[config.mk]
export PLATFORM = sky130hd
export DESIGN_NAME = cpqm_lane
export DESIGN_NICKNAME = d
export VERILOG_FILES = /design/src/design/cpqm_pkg.sv /design/src/design/cpqm_lane.sv
export SDC_FILE = /design/constraint.sdc
export NUM_CORES = 2
export LEC_CHECK = 0
export ABC_AREA = 0
export BUFFER_PORTS_ARGS = -buffer_cell sky130_fd_sc_hd__buf_2
export CAP_MARGIN = 15
export CORE_ASPECT_RATIO = 0.7
export CORE_MARGIN = 2
export CORE_UTILIZATION = 48
export CTS_CLUSTER_SIZE = 25
export DETAILED_ROUTE_END_ITERATION = 8
export PLACE_DENSITY = 0.6
export SLEW_MARGIN = 30
export SYNTH_ARGS = -nofsm -noshare
export SYNTH_HDL_FRONTEND = slang
export SYNTH_SLANG_ARGS = --single-unit
[constraint.sdc]
create_clock -name clk_i -period 29 [get_ports clk_i]
set_input_delay 4.35 -clock clk_i [delete_from_list [all_inputs] [get_ports clk_i]]
set_output_delay 4.35 -clock clk_i [all_outputs]
set_load 0.005 [all_outputs]
[src/design/cpqm_pkg.sv]
// ----------------------------------------------------------------------------
// cpqm_pkg: shared types and constants
// Gain sets, lane control and status groups, register indexes and the
// gyro scale used by the cascaded PID quad mixer.
// ----------------------------------------------------------------------------
package cpqm_pkg;

  localparam int unsigned GAIN_W   = 24;
  localparam int unsigned VAL_W    = 32;
  localparam int unsigned CFG_IX_W = 3;

  // 1.1459156 in unsigned Q2.16
  localparam logic [17:0] GYRO_SCALE = 18'd75099;

  localparam logic [CFG_IX_W-1:0] REG_OUTER_KP = 3'd0;
  localparam logic [CFG_IX_W-1:0] REG_OUTER_KI = 3'd1;
  localparam logic [CFG_IX_W-1:0] REG_OUTER_KD = 3'd2;
  localparam logic [CFG_IX_W-1:0] REG_INNER_KP = 3'd3;
  localparam logic [CFG_IX_W-1:0] REG_INNER_KI = 3'd4;
  localparam logic [CFG_IX_W-1:0] REG_INNER_KD = 3'd5;

  localparam logic signed [GAIN_W-1:0] INNER_KP_RESET = 24'sd19661;

  typedef struct packed {
    logic signed [GAIN_W-1:0] kp;
    logic signed [GAIN_W-1:0] ki;
    logic signed [GAIN_W-1:0] kd;
  } gains_t;

  typedef struct packed {
    logic start;
    logic clear;
    logic ack;
  } lane_ctl_t;

  typedef struct packed {
    logic idle;
    logic done;
  } lane_sts_t;

endpackage

[src/design/cpqm_lane.sv]
// ----------------------------------------------------------------------------
// cpqm_lane: one axis of the cascaded controller
// Runs the angle PID and then the rate PID of one axis on a single
// multiplier, one product per cycle, and holds the rate loop output.
// ----------------------------------------------------------------------------
module cpqm_lane
  import cpqm_pkg::*;
(
  input  logic                    clk_i,
  input  logic                    rst_ni,
  input  lane_ctl_t               ctl_i,
  input  logic signed [15:0]      err_i,
  input  logic signed [15:0]      gyro_i,
  input  gains_t                  outer_gains_i,
  input  gains_t                  inner_gains_i,
  output lane_sts_t               sts_o,
  output logic signed [VAL_W-1:0] y_o
);

  localparam logic [1:0] ST_IDLE = 2'd0;
  localparam logic [1:0] ST_RUN  = 2'd1;
  localparam logic [1:0] ST_DONE = 2'd2;

  localparam logic [2:0] CNT_UPD = 3'd4;

  function automatic logic signed [VAL_W-1:0] sat32(input logic signed [44:0] v);
    logic signed [44:0] hi;
    logic signed [44:0] lo;
    hi = 45'sd2147483647;
    lo = -45'sd2147483648;
    if (v > hi) begin
      sat32 = 32'sh7fffffff;
    end else if (v < lo) begin
      sat32 = 32'sh80000000;
    end else begin
      sat32 = v[VAL_W-1:0];
    end
  endfunction

  logic [1:0]               state_q;
  logic                     stage_q;
  logic [2:0]               cnt_q;
  logic signed [VAL_W-1:0]  x_q;
  logic signed [33:0]       gprod_q;
  logic signed [57:0]       prod_q;
  logic signed [59:0]       acc_q;
  logic signed [VAL_W-1:0]  hin1_q [2];
  logic signed [VAL_W-1:0]  hin2_q [2];
  logic signed [VAL_W-1:0]  hout_q [2];
  logic signed [VAL_W-1:0]  y_q;

  gains_t                   g;
  logic signed [25:0]       coef;
  logic signed [VAL_W-1:0]  opnd;
  logic signed [57:0]       mul;
  logic signed [VAL_W-1:0]  y_new;
  logic signed [VAL_W-1:0]  gyr;
  logic signed [VAL_W-1:0]  x_inner;

  always_comb begin
    g = stage_q ? inner_gains_i : outer_gains_i;
    case (cnt_q[1:0])
      2'd0: begin
        coef = 26'(g.kp) + 26'(g.ki) + 26'(g.kd);
        opnd = x_q;
      end
      2'd1: begin
        coef = -26'(g.kp) - (26'(g.kd) <<< 1);
        opnd = hin1_q[stage_q];
      end
      2'd2: begin
        coef = 26'(g.kd);
        opnd = hin2_q[stage_q];
      end
      default: begin
        coef = '0;
        opnd = '0;
      end
    endcase
    mul     = 58'(coef) * 58'(opnd);
    y_new   = sat32(45'(hout_q[stage_q]) + 45'(acc_q >>> 16));
    gyr     = 32'(gprod_q >>> 12);
    x_inner = sat32(45'(y_new) - 45'(gyr));
  end

  always_ff @(posedge clk_i or negedge rst_ni) begin
    if (!rst_ni) begin
      state_q <= ST_IDLE;
      stage_q <= 1'b0;
      cnt_q   <= '0;
      for (int i = 0; i < 2; i++) begin
        hin1_q[i] <= '0;
        hin2_q[i] <= '0;
        hout_q[i] <= '0;
      end
    end else begin
      case (state_q)
        ST_IDLE: begin
          if (ctl_i.start) begin
            if (ctl_i.clear) begin
              for (int i = 0; i < 2; i++) begin
                hin1_q[i] <= '0;
                hin2_q[i] <= '0;
                hout_q[i] <= '0;
              end
            end
            stage_q <= 1'b0;
            cnt_q   <= '0;
            state_q <= ST_RUN;
          end
        end
        ST_RUN: begin
          if (cnt_q == CNT_UPD) begin
            hin2_q[stage_q] <= hin1_q[stage_q];
            hin1_q[stage_q] <= x_q;
            hout_q[stage_q] <= y_new;
            cnt_q           <= '0;
            if (!stage_q) begin
              stage_q <= 1'b1;
            end else begin
              state_q <= ST_DONE;
            end
          end else begin
            cnt_q <= cnt_q + 3'd1;
          end
        end
        ST_DONE: begin
          if (ctl_i.ack) begin
            state_q <= ST_IDLE;
          end
        end
        default: begin
          state_q <= ST_IDLE;
        end
      endcase
    end
  end

  // Datapath: operand, product and accumulator registers.
  always_ff @(posedge clk_i) begin
    if (state_q == ST_IDLE && ctl_i.start) begin
      x_q     <= 32'(err_i) <<< 8;
      gprod_q <= 34'(gyro_i) * 34'($signed({1'b0, GYRO_SCALE}));
    end else if (state_q == ST_RUN) begin
      prod_q <= mul;
      if (cnt_q == 3'd1) begin
        acc_q <= 60'(prod_q);
      end else if (cnt_q != 3'd0 && cnt_q != CNT_UPD) begin
        acc_q <= acc_q + 60'(prod_q);
      end
      if (cnt_q == CNT_UPD) begin
        if (!stage_q) begin
          x_q <= x_inner;
        end else begin
          y_q <= y_new;
        end
      end
    end
  end

  assign sts_o.idle = (state_q == ST_IDLE);
  assign sts_o.done = (state_q == ST_DONE);
  assign y_o        = y_q;

endmodule

==> flow_metrics.env <==
export IMPL_cts_buffer_depth=3
export IMPL_layout_nets=8281
export IMPL_grt_usage=0.299
export IMPL_final_util=0.523
export IMPL_cts_tree="yes"
export IMPL_netlist_area_um2=61300
export IMPL_hold_path_class="reg -> reg"
export IMPL_dieArea_um2=131000
export IMPL_drv_slew=0
export IMPL_fin_skew_ps=36.4
export IMPL_wl_per_cell_um=23.1
export IMPL_synth_edf_count=196
export IMPL_path_clk_slew_ps=60
export IMPL_start_util=0.485
export IMPL_routed_wl_um=193000
export IMPL_synth_ff_type="dfrtp_1"
export IMPL_relSlewSlack=0.284
export IMPL_period_share=0.528
export IMPL_worstPathMaxFanout=31
export IMPL_clock_fmax_mhz=65.3
export IMPL_async_reset_ff_frac=0.493
export IMPL_yosysMostFrequentCell="inv_1"
export IMPL_core_um2=126000
export IMPL_critPathKind="in -> reg"
export IMPL_final_layout_size_suffix_gt1_frac=0.0856
export IMPL_fill_cells=11648
export IMPL_drt_pass1_iter_count=7
export IMPL_whs_path_depth=2
export IMPL_grt_antenna_before_repair=4
export IMPL_numCtsBuffers=45
export IMPL_area_growth_pct=7.81
export IMPL_grt_max_degree=88
export IMPL_syn_nets=8209
export IMPL_dr_total_vias=48034
export IMPL_cpPeakStageDelay_ps=780
export IMPL_crit_slowest_cell="nand3_2"
export IMPL_whs_ps=479
export IMPL_crit_top_cell="fa_1"
export IMPL_busiest_layer="met1"
export IMPL_grt_pass1_wl_um=298000
export IMPL_ys_types=87
export IMPL_drc=0
export IMPL_finalSetupTns_ps=0
export IMPL_initialDrtViolationCount=4574
export IMPL_min_period_ps=15310
export IMPL_cp_required_ps=29370
export IMPL_rows=109
export IMPL_hold_viol=0
export IMPL_synthTopCellsByCount="inv_1 (1108), fa_1 (965), nand2_1 (889), ha_1 (511), a21oi_1 (303)"
export IMPL_synth_area_leaders="fa_1 (32%), ha_1 (10%), edfxtp_1 (9.6%), dfrtp_1 (8.1%), inv_1 (6.8%)"
export IMPL_arrival_ps=15680
export IMPL_clkSinkCount=402
export IMPL_start_kind="input pin"
export IMPL_cts_setup_buffers=0
export IMPL_setup_viol=0
export IMPL_hpwl_um=152000
export IMPL_synth_top_cell_area_share=0.315
export IMPL_tightest_slew_ps=1070
export IMPL_ios=215
export IMPL_use_met2=0.416
export IMPL_synth_seq_cells=402
export IMPL_gp_congestion=0.978
export IMPL_use_met3=0.0722
export IMPL_yosys_warnings=0
export IMPL_final_antenna_net_count=0
export IMPL_cp_end_kind="register"
export IMPL_rsz0062_at_grt="false"
export IMPL_drv_cap=0
export IMPL_r2r_cells=33
export IMPL_clockRootBuffer="clkbuf_16"
export IMPL_viasPerCell=5.77
export IMPL_ys_seq_area_frac=0.179
export IMPL_port_buffer_count=214
export IMPL_insertion_delay_ps=620
export IMPL_postSynthAreaPerCell_um2=9.35
export IMPL_grt_overflow=0
export IMPL_synth_top_area_cell="fa_1"
export IMPL_cts_resized_gates=0
export IMPL_holdBufCountCts=0
export IMPL_cts_htree_levels=2
export IMPL_use_met1=0.467
export IMPL_first_global_vias=48590
export IMPL_status="finished, final reports clean"
export IMPL_die_h_um=303
export IMPL_syn_inst=6552
export IMPL_fp_dieW_um=431
kinds of logic (layout without fill, tap and decap cells):
family	after synthesis	in the layout	synth area share
XOR/XNOR	218	218	0.0312
other	0	1	0
multiplexers	175	175	0.0302
AND/OR/NAND/NOR	1663	1663	0.122
AO/OA/AOI/OAI	1187	1187	0.128
buffers and inverters	1417	1526	0.0874
adder cells (fa/ha/maj)	1490	1490	0.422
flip-flops	402	402	0.179
metal layers:
layer | wire, um | vias to the layer above
li1 | - | 21633
met3 | 19200 | 194
met1 | 93300 | 24186
met2 | 76100 | 2019
met4 | 4130 | 2
met5 | 13 | -
final cells by class:
type                            count  area, um^2  area share
Clock inverter                     26         355     0.00538
Sequential cell                   402       11000       0.167
Inverter                         1112        4180      0.0632
Clock buffer                       58        1300      0.0197
Tap cell                         1665        2080      0.0315
Multi-Input combinational cell   4733       45200       0.684
Antenna cell                        1        2.50   0.0000379
Timing Repair Buffer              330        1950      0.0295
sequential cells by signal, summed over array words and instances, names as in the netlist:
name,count
hin1_q,64
hin2_q,64
hout_q,64
acc_q,60
prod_q,58
x_q,32
y_o,32
gprod_q,22
cnt_q,3
state_q,2
stage_q,1
critical path: cells and delay by family:
family,cells,cell delay [ps]
adders and majority gates,10,4760
muxes,1,420
buffers and inverters,5,430
AOI/OAI and AO/OA,12,4100
and+or+nand+nor,5,1600
worst paths after layout:
check                             startpoint          to  slack, ps
max reg2reg                          stage_q  prod_q[53]      15690
max                        inner_gains_i[52]  prod_q[53]      13690
min                               hout_q[10]  hout_q[10]        480
min in group asynchronous             rst_ni  hin2_q[16]       3800
max in group asynchronous             rst_ni  hin1_q[42]      23170
min reg2reg                       hout_q[10]  hout_q[10]        480
per-stage QoR:
| stage | setup WS (ps) | cell area, um^2 | std cells |
|---|---|---|---|
| after floorplan | 15020 | 61300 | 6552 |
| after global placement | 13430 | 64400 | 8242 |
| after detailed placement | 13410 | 64400 | 8242 |
| after CTS | 14020 | 66100 | 8326 |
| after global routing | 13260 | 66100 | 8326 |
| final | 13690 | 66100 | 8327 |
cells in the final DEF (no fill, tap or decap), types with 11 or more instances in the layout:
cell / synthesis / routed
inv_1: 1108 / 1105
fa_1: 965 / 964
nand2_1: 889 / 888
ha_1: 511 / 509
a21oi_1: 303 / 299
o21ai_0: 228 / 227
nor2_1: 228 / 223
buf_2: 10 / 213
dfrtp_1: 198 / 197
edfxtp_1: 196 / 196
nor3_1: 139 / 138
xnor2_1: 130 / 130
a22o_1: 130 / 130
a21o_1: 119 / 118
buf_4: 7 / 116
mux2i_1: 95 / 95
and2_1: 90 / 90
xor2_1: 88 / 87
mux2_2: 80 / 80
o211ai_1: 57 / 57
nand3_1: 62 / 57
nor2b_1: 54 / 54
nand2b_1: 52 / 50
clkbuf_16: 0 / 49
o22ai_1: 36 / 36
and3_1: 35 / 35
o21a_1: 33 / 33
a31oi_1: 38 / 32
nand4_1: 31 / 31
o21bai_1: 30 / 30
a211oi_1: 29 / 29
or3_1: 20 / 20
o31ai_1: 19 / 19
a22oi_1: 17 / 17
o41ai_1: 14 / 14
maj3_1: 14 / 14
or2_2: 13 / 13
a211o_1: 12 / 12
nand3b_1: 11 / 11
a2111oi_0: 12 / 11
Power is left out: the tool's default activity adds up to more than one toggle a clock period on the data nets, which glitch-free logic cannot reach.
