## src/design/cpqm_pkg.sv

```systemverilog
// ----------------------------------------------------------------------------
// cpqm_pkg: shared types and constants
// Gain sets, lane control and status groups, register indexes and the
// gyro scale used by the cascaded PID quad mixer.
// ----------------------------------------------------------------------------
package cpqm_pkg;

  localparam int unsigned GAIN_W   = 24;
  localparam int unsigned VAL_W    = 32;
  localparam int unsigned CFG_IX_W = 3;

  // 1.1459156 in unsigned Q2.16
  localparam logic [17:0] GYRO_SCALE = 18'd75099;

  localparam logic [CFG_IX_W-1:0] REG_OUTER_KP = 3'd0;
  localparam logic [CFG_IX_W-1:0] REG_OUTER_KI = 3'd1;
  localparam logic [CFG_IX_W-1:0] REG_OUTER_KD = 3'd2;
  localparam logic [CFG_IX_W-1:0] REG_INNER_KP = 3'd3;
  localparam logic [CFG_IX_W-1:0] REG_INNER_KI = 3'd4;
  localparam logic [CFG_IX_W-1:0] REG_INNER_KD = 3'd5;

  localparam logic signed [GAIN_W-1:0] INNER_KP_RESET = 24'sd19661;

  typedef struct packed {
    logic signed [GAIN_W-1:0] kp;
    logic signed [GAIN_W-1:0] ki;
    logic signed [GAIN_W-1:0] kd;
  } gains_t;

  typedef struct packed {
    logic start;
    logic clear;
    logic ack;
  } lane_ctl_t;

  typedef struct packed {
    logic idle;
    logic done;
  } lane_sts_t;

endpackage

```

## src/design/cpqm_mix.sv

```systemverilog
// ----------------------------------------------------------------------------
// cpqm_mix: X-quad motor mixer and output register
// Combines the three rate loop outputs with the thrust into four motor
// values and holds them for the downstream side.
// ----------------------------------------------------------------------------
module cpqm_mix
  import cpqm_pkg::*;
(
  input  logic                    clk_i,
  input  logic                    rst_ni,
  input  logic                    valid_i,
  output logic                    ack_o,
  input  logic signed [VAL_W-1:0] roll_i,
  input  logic signed [VAL_W-1:0] pitch_i,
  input  logic signed [VAL_W-1:0] yaw_i,
  input  logic [15:0]             thrust_i,
  output logic                    valid_o,
  input  logic                    ready_i,
  output logic [63:0]             data_o
);

  function automatic logic [15:0] motor(input logic signed [35:0] s);
    logic signed [35:0] t;
    logic signed [19:0] q;
    t = (s < 0) ? s + 36'sd65535 : s;
    q = 20'(t >>> 16);
    if (q > 20'sd32767) begin
      motor = 16'h7fff;
    end else if (q < -20'sd32768) begin
      motor = 16'h8000;
    end else begin
      motor = q[15:0];
    end
  endfunction

  logic               valid_q;
  logic [63:0]        data_q;
  logic signed [35:0] t, r, p, y;

  always_comb begin
    t = $signed({4'd0, thrust_i, 16'd0});
    r = 36'(roll_i);
    p = 36'(pitch_i);
    y = 36'(yaw_i);
  end

  assign ack_o = valid_i && (!valid_q || ready_i);

  always_ff @(posedge clk_i or negedge rst_ni) begin
    if (!rst_ni) begin
      valid_q <= 1'b0;
    end else if (ack_o) begin
      valid_q <= 1'b1;
    end else if (ready_i) begin
      valid_q <= 1'b0;
    end
  end

  always_ff @(posedge clk_i) begin
    if (ack_o) begin
      data_q <= {motor(t + r - p - y), motor(t + r + p + y),
                 motor(t - r + p - y), motor(t - r - p + y)};
    end
  end

  assign valid_o = valid_q;
  assign data_o  = data_q;

endmodule

```

## config.mk

```make
export PLATFORM = sky130hd
export DESIGN_NAME = cpqm_mix
export DESIGN_NICKNAME = d
export VERILOG_FILES = /design/src/design/cpqm_pkg.sv /design/src/design/cpqm_mix.sv
export SDC_FILE = /design/constraint.sdc
export NUM_CORES = 1
export LEC_CHECK = 0
export ABC_AREA = 1
export BUFFER_PORTS_ARGS = -buffer_cell sky130_fd_sc_hd__buf_4
export CORE_AREA = 3 3 272 274
export CTS_CLUSTER_DIAMETER = 80
export DETAILED_ROUTE_END_ITERATION = 8
export DIE_AREA = 0 0 275 277
export HOLD_SLACK_MARGIN = 0.1
export SYNTH_ARGS = -nofsm -noshare
export SYNTH_HDL_FRONTEND = slang
export SYNTH_SLANG_ARGS = --single-unit
```

## constraint.sdc

```tcl
create_clock -name clk_i -period 6.3 [get_ports clk_i]
set_clock_uncertainty 0.1 [all_clocks]
set_input_delay 1.26 -clock clk_i [delete_from_list [all_inputs] [get_ports clk_i]]
set_output_delay 1.26 -clock clk_i [all_outputs]
set_load 0.03 [all_outputs]
```

==> run_results.csv <==
group,metric,value,unit
drt,drt_via_density,4.59,
worst_setup_path,critical-path-max-stage-delay,510,ps
synthesis,combined_area_of_all_synthesized_cells,21400,um2
worst_setup_path,required,6340,ps
synthesis,ys_types,49,
clock_network,holdBufCountCts,0,
drt,dr.pass1.iters,5,
global_route,grt_pass1_wl,126000,um
global_route,antenna_found_initial,1,
power_and_ir_drop,p_leak,16.1,nW
timing,tightestPinTransition,649,ps
worst_setup_path,r2r_path_start,"valid_o",
synthesis,syn-mean-instance-area,5.92,um2
final_layout,syn_to_final_growth,40.1,%
clock_network,cts-root-buf,"sky130_fd_sc_hd__clkbuf_16",
final_layout,layout.nets,4791,
drt,drt-wirelength-per-cell,15.9,um
drt,drc_errors,0,
synthesis,yosys_most_used_dff,"sky130_fd_sc_hd__edfxtp_1",
floorplanning,core_area,71600,um2
final_layout,layout-drive-gt1-share,0.284,
timing,timing.fmax,160,MHz
hold_path,hold_end,"valid_o",
worst_setup_path,worst-r2r-cell-count,3,
floorplanning,initial_core_utilization,0.299,
worst_setup_path,regToRegSetupSlack,3950,ps
clock_network,worstSkewPairLatency,400,ps
floorplanning,num_io_pins,182,
drt,wirelength,84300,um
clock_network,htree_levels,3,
floorplanning,std_cell_rows,98,
global_route,first_global_vias,23660,
hold_path,hold-path-cell-count,2,
hold_path,holdCritStartpoint,"valid_o",
worst_setup_path,cp-start-kind,"input port",
timing,slew-limit-headroom,0.564,
synthesis,yosysSeqAreaShare,0.0910,
outcome,outcome,"complete, no violations",
timing,drv_slew,0,
synthesis,count_of_flip_flops_with_a_built_in_enable_after_synthesis,64,
flow_run,maxCapViolations,0,
power_and_ir_drop,overall_power_of_the_completed_layout,11.4,mW
synthesis,yosys_warnings,0,
worst_setup_path,timing.critical_path.arrival,6290,ps
clock_network,clk_pin_slew_worst_paths,80,ps
synthesis,ys_ff_latch,65,
global_route,grt_start_max_net_pins,34,
worst_setup_path,worst_path_most_repeated_cell,"sky130_fd_sc_hd__nand2_2",
drt,first_iter_violations,1293,
global_route,grt_remaining_overflow,0,
final_layout,utilization,0.419,
floorplanning,dieArea,76200,um2
timing,final.min_clock_period,6260,ps
floorplanning,floorplan.die.width,275,um
clock_network,ctsLongestPathBuffers,2,
worst_setup_path,worst_setup_end_kind,"register",
timing,timing.final.setup_violations,0,
synthesis,synth-async-reset-ratio,0.0154,
worst_setup_path,worst_r2r_endpoint,"data_o[51]",
synthesis,netlist_instances,3617,
timing,grt_setup_unrepaired,"true",
final_layout,layout.filler_cells,7749,
worst_setup_path,worstPathMaxFanout,7,
clock_network,number_of_buffers_inserted_during_clock_tree_synthesis,9,
drt,num_vias,24405,
placed_design,place.port_buffers,181,
synthesis,postSynthNetCount,4050,
global_route,grt_usage,0.214,
power_and_ir_drop,power-per-cell-area,381,nW/um2
clock_network,clkSinkCount,65,
placed_design,gpl_congestion,0.951,
hold_path,hold_path_class,"reg -> reg",
power_and_ir_drop,peakVddDrop,0.000224,V
floorplanning,fp.dieH,277,um
drt,drt.antenna.violating_nets,0,
worst_setup_path,crit_path_top_delay_cell,"sky130_fd_sc_hd__fa_1",
timing,hold_violations,0,
placed_design,post-dp-hpwl,74400,um
clock_network,tritoncts,"yes",
worst_setup_path,timing.setup.critical_path_class,"in -> reg",
timing,fin_crit_sh,0.993,
timing,total_negative_slack,0,ps
-- area by class of cell --
cell class                 count  area [um2]  area share
antenna                        1        2.50   0.0000835
clock buffer                   9         225     0.00751
clock inverter                 7        61.3     0.00204
inverter                     760        2860      0.0955
multi-input combinational   2775       18000       0.601
sequential                    65        1950      0.0649
tap                          950        1190      0.0396
timing repair buffer         747        5660       0.189
-- metrics by stage --
stage	hold WS (ps)	cell area (um2)	setup WS, ps	instances
3_5_place_dp	452	27800	-783	5258
2_1_floorplan	561	21400	79.1	3617
5_1_grt	484	30000	-356	5313
4_1_cts	473	28500	0.209	5290
3_3_place_gp	445	27800	-763	5258
6_report	469	30000	43.4	5314
-- report_power, final --
part / leakage, nW / switching (mW) / internal (mW) / total, mW
sequential: 0.598 / 0.0517 / 0.780 / 0.832
clock: 0.135 / 0.273 / 0.275 / 0.548
combinational: 15.4 / 5.90 / 4.13 / 10.0
total: 16.1 / 6.23 / 5.19 / 11.4
-- cells in the final DEF, fill, tap and decap left out, types with 6 or more instances in the layout --
cell type and n:
sky130_fd_sc_hd__clkbuf_16 9, sky130_fd_sc_hd__nand2_1 1173, sky130_fd_sc_hd__nand3_1 205, sky130_fd_sc_hd__fa_1 134, sky130_fd_sc_hd__nand2_4 15, sky130_fd_sc_hd__buf_4 738
sky130_fd_sc_hd__a31oi_1 6, sky130_fd_sc_hd__nor2_1 253, sky130_fd_sc_hd__a21oi_2 48, sky130_fd_sc_hd__nand3_2 30, sky130_fd_sc_hd__o21ai_2 13, sky130_fd_sc_hd__inv_2 43
sky130_fd_sc_hd__nor2_4 23, sky130_fd_sc_hd__edfxtp_1 64, sky130_fd_sc_hd__ha_4 33, sky130_fd_sc_hd__o21ai_1 20, sky130_fd_sc_hd__nand2_2 105, sky130_fd_sc_hd__o21bai_1 15
sky130_fd_sc_hd__buf_6 6, sky130_fd_sc_hd__xor2_2 12, sky130_fd_sc_hd__nor4_1 6, sky130_fd_sc_hd__nor2_2 79, sky130_fd_sc_hd__nand3b_1 27, sky130_fd_sc_hd__ha_2 8
sky130_fd_sc_hd__nand4_1 68, sky130_fd_sc_hd__nor3_2 26, sky130_fd_sc_hd__a21oi_1 112, sky130_fd_sc_hd__nor3_1 30, sky130_fd_sc_hd__xnor2_1 18, sky130_fd_sc_hd__o21ai_0 49
sky130_fd_sc_hd__inv_1 713, sky130_fd_sc_hd__xor2_1 78, sky130_fd_sc_hd__ha_1 138
-- flip-flops by register name, indices dropped and copies added (netlist names) --
signal / flops
data_o: 64
valid_o: 1
-- synth_stat cells, types with 2 or more instances --
master / n / area (um2)
sky130_fd_sc_hd__nand2_1: 1237 / 4640
sky130_fd_sc_hd__o31ai_1: 2 / 15.0
sky130_fd_sc_hd__nand4_2: 2 / 25.0
sky130_fd_sc_hd__o21ai_1: 14 / 70.1
sky130_fd_sc_hd__or2_2: 2 / 12.5
sky130_fd_sc_hd__buf_6: 8 / 90.1
sky130_fd_sc_hd__nand2_2: 53 / 332
sky130_fd_sc_hd__xor2_1: 90 / 788
sky130_fd_sc_hd__nand3_1: 224 / 1120
sky130_fd_sc_hd__a21boi_1: 2 / 15.0
sky130_fd_sc_hd__a31oi_1: 7 / 43.8
sky130_fd_sc_hd__nand3_2: 14 / 140
sky130_fd_sc_hd__edfxtp_1: 64 / 1920
sky130_fd_sc_hd__nor4_1: 6 / 37.5
sky130_fd_sc_hd__a21oi_1: 151 / 756
sky130_fd_sc_hd__buf_2: 2 / 10.0
sky130_fd_sc_hd__clkbuf_1: 10 / 37.5
sky130_fd_sc_hd__o21bai_1: 16 / 120
sky130_fd_sc_hd__a21oi_2: 12 / 105
sky130_fd_sc_hd__a21o_1: 2 / 15.0
sky130_fd_sc_hd__inv_1: 738 / 2770
sky130_fd_sc_hd__a21boi_0: 2 / 15.0
sky130_fd_sc_hd__and2_1: 4 / 25.0
sky130_fd_sc_hd__nand4_1: 68 / 425
sky130_fd_sc_hd__o21ai_2: 4 / 35.0
sky130_fd_sc_hd__nor2_2: 30 / 188
sky130_fd_sc_hd__nor2_1: 319 / 1200
sky130_fd_sc_hd__nand3b_1: 27 / 203
sky130_fd_sc_hd__o21ai_0: 65 / 325
sky130_fd_sc_hd__and3_1: 2 / 12.5
sky130_fd_sc_hd__nor3_2: 15 / 150
sky130_fd_sc_hd__ha_1: 179 / 2240
sky130_fd_sc_hd__nor2_4: 6 / 67.6
sky130_fd_sc_hd__a211oi_1: 3 / 22.5
sky130_fd_sc_hd__inv_2: 22 / 82.6
sky130_fd_sc_hd__nor3_1: 44 / 220
sky130_fd_sc_hd__xnor2_1: 19 / 166
sky130_fd_sc_hd__o21ai_4: 2 / 32.5
sky130_fd_sc_hd__xor2_2: 3 / 48.8
sky130_fd_sc_hd__fa_1: 138 / 2760
-- critical path, delay by kind of cell --
kind	cells	cell delay, ps
buffers and inverters	9	890
xor gates and xnor gates	1	190
AOI/OAI and AO/OA	3	390
and+or+nand+nor	20	2560
adders and majority gates	3	1020
-- logic make-up after synthesis --
group                    count (synthesis)  synth area share
adder cells (fa/ha/maj)                317             0.234
XOR/XNOR                               113            0.0482
AO/OA/AOI/OAI                          285            0.0745
flip-flops                              65            0.0910
AND/OR/NAND/NOR                       2056             0.413
buffers and inverters                  781             0.140
-- layer usage --
layer	track usage	vias to the layer above	share of wire
li1	-	12583	-
met1	0.264	11168	0.42
met2	0.378	522	0.49
met3	0.0231	132	0.046
met4	0.0882	0	0.044
met5	0	-	0
-- worst max-delay path by stage --
stage                             to      start  cells after the start  slack (ps)
after global placement     data_o[7]  roll_i[0]                     37        -760
after floorplan           data_o[10]  roll_i[0]                     37          80
after detailed placement   data_o[5]  roll_i[0]                     36        -780
after global routing      data_o[28]  roll_i[0]                     40        -360
final                      data_o[9]  roll_i[0]                     36          40
after CTS                  data_o[9]  roll_i[0]                     40         0.2
-- what timing repair did --
item	CTS	global route
buffers inserted	15	22
gates resized for setup	65	325
gates cloned	1	3
setup endpoints to repair	32	63
pin swaps	31	133
(Power assumes the default switching activity.)
